`src/rtl/vrt_pkg.sv`:
```
// Package for the voxel ray traversal block: sequencer states, axis sign codes
// and fixed widths shared by the top level. No dependencies.
package vrt_pkg;

    localparam int T_BITS_DEF = 48;
    localparam int DIV_W      = 48;
    localparam int CNT_W      = 6;

    typedef enum logic [1:0] {
        ST_IDLE,
        ST_LOAD,
        ST_DIV,
        ST_STORE
    } vrt_state_t;

    typedef enum logic [1:0] {
        OP_CELL,
        OP_BOUND,
        OP_SPACE
    } vrt_op_t;

    localparam logic [1:0] SIGN_NONE = 2'd0;
    localparam logic [1:0] SIGN_POS  = 2'd1;
    localparam logic [1:0] SIGN_NEG  = 2'd3;

    localparam logic [1:0] REG_CELL_X = 2'd0;
    localparam logic [1:0] REG_CELL_Y = 2'd1;
    localparam logic [1:0] REG_CELL_Z = 2'd2;

endpackage

```
`src/rtl/voxel_ray_traversal_dda.sv`:
```
// Voxel ray traversal top level: APB cell size registers, start sequencer with a
// shared bit-serial divider, and the advance step. Depends on vrt_pkg.
// An advance item is accepted and its result appears the next cycle.
// A start item runs up to nine divisions on one shared 48-step divider, each with a
// load and a store state (one division for an axis whose heading is zero, three for
// any other axis); no item is taken until the sequencer is back in idle.
// A new item is accepted when the sequencer is idle and the output register is free.
// Reset (aresetn low, synchronous) sets cell sizes to 1.0 and clears the ray state.
module voxel_ray_traversal_dda
    import vrt_pkg::*;
#(
    parameter int T_BITS = T_BITS_DEF
) (
    input  logic         aclk,
    input  logic         aresetn,
    input  logic         s_tvalid,
    output logic         s_tready,
    // origin_x, origin_y, origin_z, heading_x, heading_y, heading_z
    input  logic [143:0] s_tdata,
    // req_type
    input  logic [0:0]   s_tuser,
    output logic         m_tvalid,
    input  logic         m_tready,
    // cell_x, cell_y, cell_z, t_now
    output logic [143:0] m_tdata,
    // no_heading
    output logic [0:0]   m_tuser,
    input  logic         psel,
    input  logic         penable,
    input  logic         pwrite,
    input  logic [3:0]   paddr,
    input  logic [31:0]  pwdata,
    output logic [31:0]  prdata,
    output logic         pready
);

    localparam logic [T_BITS-1:0] TMAX = '1;

    vrt_state_t        state_reg, state_next;
    logic [31:0]       size_reg [3];
    logic [1:0]        sign_reg [3];
    logic [T_BITS-1:0] space_reg [3];
    logic [T_BITS-1:0] bound_reg [3];
    logic [31:0]       cell_reg [3];
    logic [T_BITS-1:0] tcur_reg;
    logic              hzero_reg;
    logic [31:0]       org_reg [3];
    logic [15:0]       hdg_reg [3];
    logic [1:0]        axis_reg;
    vrt_op_t           op_reg;
    logic [31:0]       rem_hold_reg;
    logic [DIV_W-1:0]  dvd_reg;
    logic [31:0]       dsr_reg;
    logic [31:0]       drem_reg;
    logic [CNT_W-1:0]  cnt_reg;
    logic              m_tvalid_reg;
    logic [143:0]      m_tdata_reg;
    logic              m_tuser_reg;

    logic              s_acc, wr_acc, adv_acc, start_acc, div_last;
    logic [31:0]       size_eff, span;
    logic              hneg, hzero_ax;
    logic [16:0]       mag;
    logic [32:0]       rem_sh;
    logic              rem_ge;
    logic [1:0]        pick;
    logic [T_BITS:0]   bsum;
    logic [T_BITS-1:0] bound_adv, q_sat;
    logic [31:0]       cell_adv;
    logic              all_zero;

    assign pready   = 1'b1;
    assign s_acc    = s_tvalid && s_tready;
    assign adv_acc  = s_acc && s_tuser[0];
    assign start_acc = s_acc && !s_tuser[0];
    assign wr_acc   = psel && penable && pwrite && pready;
    assign s_tready = (state_reg == ST_IDLE) && (!m_tvalid_reg || m_tready);
    assign m_tvalid = m_tvalid_reg;
    assign m_tdata  = m_tdata_reg;
    assign m_tuser  = m_tuser_reg;
    assign div_last = (cnt_reg == CNT_W'(DIV_W - 1));

    always_comb begin
        case (paddr[3:2])
            REG_CELL_X: prdata = size_reg[0];
            REG_CELL_Y: prdata = size_reg[1];
            REG_CELL_Z: prdata = size_reg[2];
            default:    prdata = 32'd0;
        endcase
    end

    // Per-axis operands for the current division.
    always_comb begin
        size_eff = (size_reg[axis_reg] == 32'd0) ? 32'd1 : size_reg[axis_reg];
        hneg     = hdg_reg[axis_reg][15];
        hzero_ax = (hdg_reg[axis_reg] == 16'd0);
        mag      = hneg ? (17'h10000 - {1'b0, hdg_reg[axis_reg]}) : {1'b0, hdg_reg[axis_reg]};
        span     = hneg ? rem_hold_reg : (size_eff - rem_hold_reg);
        rem_sh   = {drem_reg, dvd_reg[DIV_W-1]};
        rem_ge   = (rem_sh >= {1'b0, dsr_reg});
        q_sat    = (64'(dvd_reg) > 64'(TMAX)) ? TMAX : T_BITS'(dvd_reg);
        all_zero = (hdg_reg[0] == 16'd0) && (hdg_reg[1] == 16'd0) && (hdg_reg[2] == 16'd0);
    end

    // Advance: nearest boundary; on a tie the later axis wins.
    always_comb begin
        if (bound_reg[0] < bound_reg[1]) begin
            pick = (bound_reg[0] < bound_reg[2]) ? 2'd0 : 2'd2;
        end else begin
            pick = (bound_reg[1] < bound_reg[2]) ? 2'd1 : 2'd2;
        end
        bsum      = {1'b0, bound_reg[pick]} + {1'b0, space_reg[pick]};
        bound_adv = bsum[T_BITS] ? TMAX : bsum[T_BITS-1:0];
        case (sign_reg[pick])
            SIGN_POS: cell_adv = cell_reg[pick] + 32'd1;
            SIGN_NEG: cell_adv = cell_reg[pick] - 32'd1;
            default:  cell_adv = cell_reg[pick];
        endcase
    end

    always_comb begin
        state_next = state_reg;
        case (state_reg)
            ST_IDLE:  if (start_acc) state_next = ST_LOAD;
            ST_LOAD:  state_next = ST_DIV;
            ST_DIV:   if (div_last) state_next = ST_STORE;
            ST_STORE: begin
                if ((op_reg == OP_SPACE || (op_reg == OP_CELL && hzero_ax))
                        && axis_reg == 2'd2) begin
                    state_next = ST_IDLE;
                end else begin
                    state_next = ST_LOAD;
                end
            end
            default:  state_next = ST_IDLE;
        endcase
    end

    always_ff @(posedge aclk) begin
        if (!aresetn) begin
            state_reg <= ST_IDLE;
        end else begin
            state_reg <= state_next;
        end
    end

    always_ff @(posedge aclk) begin
        if (!aresetn) begin
            for (int a = 0; a < 3; a++) begin
                size_reg[a]  <= 32'd65536;
                sign_reg[a]  <= SIGN_NONE;
                space_reg[a] <= TMAX;
                bound_reg[a] <= TMAX;
                cell_reg[a]  <= 32'd0;
            end
            tcur_reg     <= '0;
            hzero_reg    <= 1'b1;
            m_tvalid_reg <= 1'b0;
            axis_reg     <= 2'd0;
            op_reg       <= OP_CELL;
            cnt_reg      <= '0;
        end else begin
            if (wr_acc && paddr[3:2] != 2'd3) begin
                size_reg[paddr[3:2]] <= pwdata;
            end
            if (m_tvalid_reg && m_tready && !adv_acc) begin
                m_tvalid_reg <= 1'b0;
            end
            if (start_acc) begin
                for (int a = 0; a < 3; a++) begin
                    org_reg[a] <= s_tdata[32*a +: 32];
                    hdg_reg[a] <= s_tdata[96 + 16*a +: 16];
                end
                axis_reg <= 2'd0;
                op_reg   <= OP_CELL;
            end
            if (adv_acc) begin
                if (!hzero_reg) begin
                    tcur_reg        <= bound_reg[pick];
                    cell_reg[pick]  <= cell_adv;
                    bound_reg[pick] <= bound_adv;
                end
                m_tvalid_reg <= 1'b1;
                for (int a = 0; a < 3; a++) begin
                    m_tdata_reg[32*a +: 32] <= (!hzero_reg && pick == 2'(a)) ?
                                               cell_adv : cell_reg[a];
                end
                m_tdata_reg[143:96] <= hzero_reg ? 48'(tcur_reg) : 48'(bound_reg[pick]);
                m_tuser_reg         <= hzero_reg;
            end
            case (state_reg)
                ST_LOAD: begin
                    cnt_reg  <= '0;
                    drem_reg <= 32'd0;
                    case (op_reg)
                        OP_CELL: begin
                            dvd_reg <= DIV_W'(org_reg[axis_reg]);
                            dsr_reg <= size_eff;
                        end
                        OP_BOUND: begin
                            dvd_reg <= DIV_W'({span, 15'd0});
                            dsr_reg <= 32'(mag);
                        end
                        default: begin
                            dvd_reg <= DIV_W'({size_eff, 15'd0});
                            dsr_reg <= 32'(mag);
                        end
                    endcase
                end
                ST_DIV: begin
                    cnt_reg  <= cnt_reg + CNT_W'(1);
                    drem_reg <= rem_ge ? 32'(rem_sh - {1'b0, dsr_reg}) : rem_sh[31:0];
                    dvd_reg  <= {dvd_reg[DIV_W-2:0], rem_ge};
                end
                ST_STORE: begin
                    case (op_reg)
                        OP_CELL: begin
                            cell_reg[axis_reg] <= dvd_reg[31:0];
                            rem_hold_reg       <= drem_reg;
                            if (hzero_ax) begin
                                sign_reg[axis_reg]  <= SIGN_NONE;
                                bound_reg[axis_reg] <= TMAX;
                                space_reg[axis_reg] <= TMAX;
                                axis_reg            <= axis_reg + 2'd1;
                            end else begin
                                sign_reg[axis_reg] <= hneg ? SIGN_NEG : SIGN_POS;
                                op_reg             <= OP_BOUND;
                            end
                        end
                        OP_BOUND: begin
                            bound_reg[axis_reg] <= q_sat;
                            op_reg              <= OP_SPACE;
                        end
                        default: begin
                            space_reg[axis_reg] <= q_sat;
                            op_reg              <= OP_CELL;
                            axis_reg            <= axis_reg + 2'd1;
                        end
                    endcase
                    if (state_next == ST_IDLE) begin
                        tcur_reg     <= '0;
                        hzero_reg    <= all_zero;
                        m_tvalid_reg <= 1'b1;
                        m_tdata_reg[31:0]  <= cell_reg[0];
                        m_tdata_reg[63:32] <= cell_reg[1];
                        m_tdata_reg[95:64] <= (op_reg == OP_CELL) ? dvd_reg[31:0] : cell_reg[2];
                        m_tdata_reg[143:96] <= 48'd0;
                        m_tuser_reg         <= all_zero;
                    end
                end
                default: begin
                end
            endcase
        end
    end

    a_ready_idle: assert property (@(posedge aclk) disable iff (!aresetn)
        s_tready |-> state_reg == ST_IDLE)
        else $error("Input taken while the sequencer is busy.");

    a_adv_result: assert property (@(posedge aclk) disable iff (!aresetn)
        adv_acc |=> m_tvalid_reg)
        else $error("Advance item gave no result.");

    a_start_busy: assert property (@(posedge aclk) disable iff (!aresetn)
        start_acc |=> !m_tvalid_reg && state_reg == ST_LOAD)
        else $error("Start item did not enter the division sequence.");

    a_hold_zero: assert property (@(posedge aclk) disable iff (!aresetn)
        adv_acc && hzero_reg |=> $stable(tcur_reg) && $stable(cell_reg[0]))
        else $error("Advance changed state with no heading.");

endmodule

```
`config.mk`:
```
export PLATFORM = sky130hd
export DESIGN_NAME = voxel_ray_traversal_dda
export DESIGN_NICKNAME = d
export VERILOG_FILES = /design/src/rtl/vrt_pkg.sv /design/src/rtl/voxel_ray_traversal_dda.sv
export SDC_FILE = /design/constraint.sdc
export NUM_CORES = 2
export LEC_CHECK = 0
export ABC_AREA = 1
export BUFFER_PORTS_ARGS = -buffer_cell sky130_fd_sc_hd__buf_2
export CELL_PAD_IN_SITES_DETAIL_PLACEMENT = 0
export CELL_PAD_IN_SITES_GLOBAL_PLACEMENT = 1
export CORE_AREA = 2 2 382 384
export DETAILED_ROUTE_END_ITERATION = 8
export DIE_AREA = 0 0 384 386
export PLACE_DENSITY_LB_ADDON = 0.2
export SYNTH_ARGS = -nofsm -noshare
export SYNTH_HDL_FRONTEND = slang
export SYNTH_SLANG_ARGS = --single-unit
export TNS_END_PERCENT = 10
```
`constraint.sdc`:
```
create_clock -name aclk -period 9.8 [get_ports aclk]
set_clock_uncertainty 0.2 [all_clocks]
set_input_delay 0 -clock aclk [delete_from_list [all_inputs] [get_ports aclk]]
set_output_delay 0 -clock aclk [all_outputs]
set_load 0.05 [all_outputs]
```
==> run_results.csv <==
group,metric,value,unit
power,p_sw_share,33.9,%
drt,ant_nets,0,
power,p_sw,4460,uW
drt,viasPerCell,5.41,
clock_network,root_buffer,"clkbuf_16",
global_routing,grtUsageTotal,26.5,%
place,io_buffers,364,
sta,timing.final.crit_share,78.9,%
setup_path,worstSetupPathType,"flip-flop to flip-flop",
sta,drv_slew,0,
synthesis,ys_ff_latch,1013,
synthesis,synth.most_common_cell,"nand2_1",
floorplanning,core-area,145000,um2
setup_path,crit_path_end_kind,"flip-flop",
synthesis,syn_area,57200,um2
final_layout,fin_cells,9017,
global_routing,grt_max_degree,95,
drt,first_iter_violations,4439,
synthesis,ys.flop_type,"edfxtp_1",
setup_path,cp_data_arrival_time,8030,ps
global_routing,grt_pass1_wl,296,mm
global_routing,grt_remaining_overflow,0,
clock_network,cts_setup_buffers,0,
setup_path,critPathLaunch,"bound_reg[0][39]",
power,leakagePower,0.0275,uW
setup_path,crit_fanout,58,
clock_network,cts_buffers,115,
sta,hold_violations,0,
synthesis,synth-async-reset-ratio,0,%
clock_network,tritoncts,"built",
power,comb_power_share,23.0,%
global_routing,antenna_found_initial,7,
place,gp_congestion,0.921,
power,clkPwrFrac,33.6,%
final_layout,nets,7478,
power,p_per_area,192,nW/um2
synthesis,synth_warnings,0,
synthesis,yosysSeqAreaShare,52.1,%
sta,rsz0062_at_grt,"false",
sta,period_needed,7740,ps
synthesis,synth_top_cell_area_share,49.9,%
place,dp_hpwl,135,mm
min_path,holdCritStartpoint,"paddr[2]",
synthesis,ys_types,69,
clock_network,clk_pin_slew,60,ps
synthesis,synth_common_cells,"nand2_1, edfxtp_1, inv_1",
clock_network,clockBufferDepth,3,
place,dpl.cell_count,8428,
floorplanning,num_rows,140,
drt,drc_errors,0,
floorplanning,dieHeight,386,um
drt,via_count,48809,
setup_path,r2r_slack,2060,ps
sta,fmax,129,MHz
final_layout,fill_cells,13631,
power,p_seq_share,43.4,%
setup_path,max_stage_delay,610,ps
setup_path,cp_common_cell,"nand2_1",
job,maxCapViolations,0,
sta,relSlewSlack,19.4,%
setup_path,r2r-start,"bound_reg[0][39]",
run_status,run_status,"completed",
clock_network,clk_latency,790,ps
synthesis,syn_area_per_cell,9.00,um2
clock_network,h-tree-depth,3,
synthesis,ys_top_cells_by_area,"edfxtp_1, nand2_1, ha_1",
sta,worst_slew_pin_slew,1210,ps
power,ir_worst_vdd,170,uV
min_path,hold_path.class,"input pin to flip-flop",
sta,finalSetupTns,0,ps
final_layout,drive_gt1_share,10.3,%
final_layout,area_delta_synth_final,19.7,%
drt,wire_per_inst,22.2,um
clock_network,postCtsResizedCells,0,
setup_path,cp_slowest_cell,"buf_4",
synthesis,synthCells,6351,
floorplanning,initial_utilization,39.6,%
synthesis,yosysTopAreaCell,"edfxtp_1",
setup_path,setup.worst_path.start_class,"flip-flop",
power,p_int,8690,uW
clock_network,clkSinkCount,1013,
drt,dr.pass1.iters,6,
global_routing,grt_pass1_vias,46767,
synthesis,synth_edf_count,951,
drt,drt_wl_total,200,mm
sta,finalSetupViolations,0,
floorplanning,dieArea,148000,um2
setup_path,worstPathRequired,10100,ps
floorplanning,die_x,384,um
floorplanning,num_io_pins,368,
-- metal layers --
metal / global-route usage (%) / vias to the layer above / part of all wire (%)
li1: - / 23258 / -
met1: 37.3 / 23562 / 45
met2: 43.1 / 1745 / 46
met3: 3.16 / 244 / 6.8
met4: 7.02 / 0 / 2.4
met5: 0 / - / 0
-- cells by family (layout without fill, tap and decap cells) --
group                      after synthesis  count (layout)  share of synthesized area [%]
AOI/OAI and AO/OA                     1612            1612                           16.7
xor gates and xnor gates               105             105                           1.61
adders and majority gates              295             295                           6.51
buffers and inverters                 1035            1748                           7.06
DFF                                   1013            1013                           52.1
muxes                                    2               2                         0.0350
other                                    2              38                         0.0131
and+or+nand+nor                       2287            2287                           15.9
-- area by class of cell --
type                            count  area (um2)  area share (%)
Clock inverter                     80         873            1.28
Inverter                          718        2700            3.95
Clock buffer                      137        2960            4.32
Sequential cell                  1013       29800            43.5
Antenna cell                        5        12.5          0.0183
Multi-Input combinational cell   4334       23600            34.4
Timing Repair Buffer              813        6130            8.96
Tap cell                         1917        2400            3.50
-- final timing paths --
kind | end | cells past startpoint
setup / recovery | cell_reg[2][24] | 32
hold / removal | size_reg[1][16] | 5
setup reg to reg | cell_reg[2][24] | 32
hold reg to reg | tcur_reg[47] | 2
-- critical path: cells and delay by family (launching register included) --
kind / cells / cell delay, ps
AO/OA/AOI/OAI: 11 / 2590
adder cells (fa/ha/maj): 2 / 680
buffers and inverters: 4 / 930
flip-flops: 1 / 420
XOR/XNOR: 1 / 180
AND/OR/NAND/NOR: 14 / 2480
-- per-stage QoR --
step	power [uW]	util [%]	area, um2	setup slack (ps)	hold WS, ps
after floorplan	7620	-	57300	1090	-101
after global placement	8660	42.2	60900	1990	-21.7
after detailed placement	8690	42.2	60900	2000	-21.9
after CTS	13200	47.4	68400	1970	12.3
after global routing	13700	47.4	68400	1430	103
final	13100	47.4	68500	2060	60.6
-- layout by cell type, fill, tap and decap left out, types with 22 or more instances in the layout --
master	netlist	routed
buf_4	12	81
dfxtp_1	62	61
conb_1	2	33
edfxtp_1	951	951
ha_1	291	288
nor2_1	690	685
buf_2	54	363
a221oi_1	41	41
o211ai_1	59	59
clkinv_1	6	29
o22ai_1	56	56
inv_1	701	695
nand3_1	156	155
o221ai_1	32	32
clkbuf_16	0	115
clkinv_2	0	26
o22a_1	44	44
nand2_1	1314	1305
xnor2_1	44	44
o21a_1	36	36
nand4_1	35	35
dlygate4sd3_1	0	367
a22oi_1	64	64
clkbuf_1	218	22
a31oi_1	50	50
o21ai_1	31	30
o21ai_0	566	566
a21oi_1	509	509
xor2_1	61	61
nor3_1	26	26
-- power by group through the flow --
stage / logic [uW] / clock network [uW] / registers [uW]
5_1_grt: 3290 / 4640 / 5740
4_1_cts: 3010 / 4470 / 5710
2_1_floorplan: 1520 / 0 / 6100
6_report: 3020 / 4410 / 5710
3_5_place_dp: 2890 / 0 / 5800
3_3_place_gp: 2870 / 0 / 5790
-- timing repair --
item,in CTS,in global routing
hold endpoints to repair,394,0
hold buffers,367,0
endpoints found under the setup margin,0,0
Note: power is estimated with default switching activity, not from simulation.
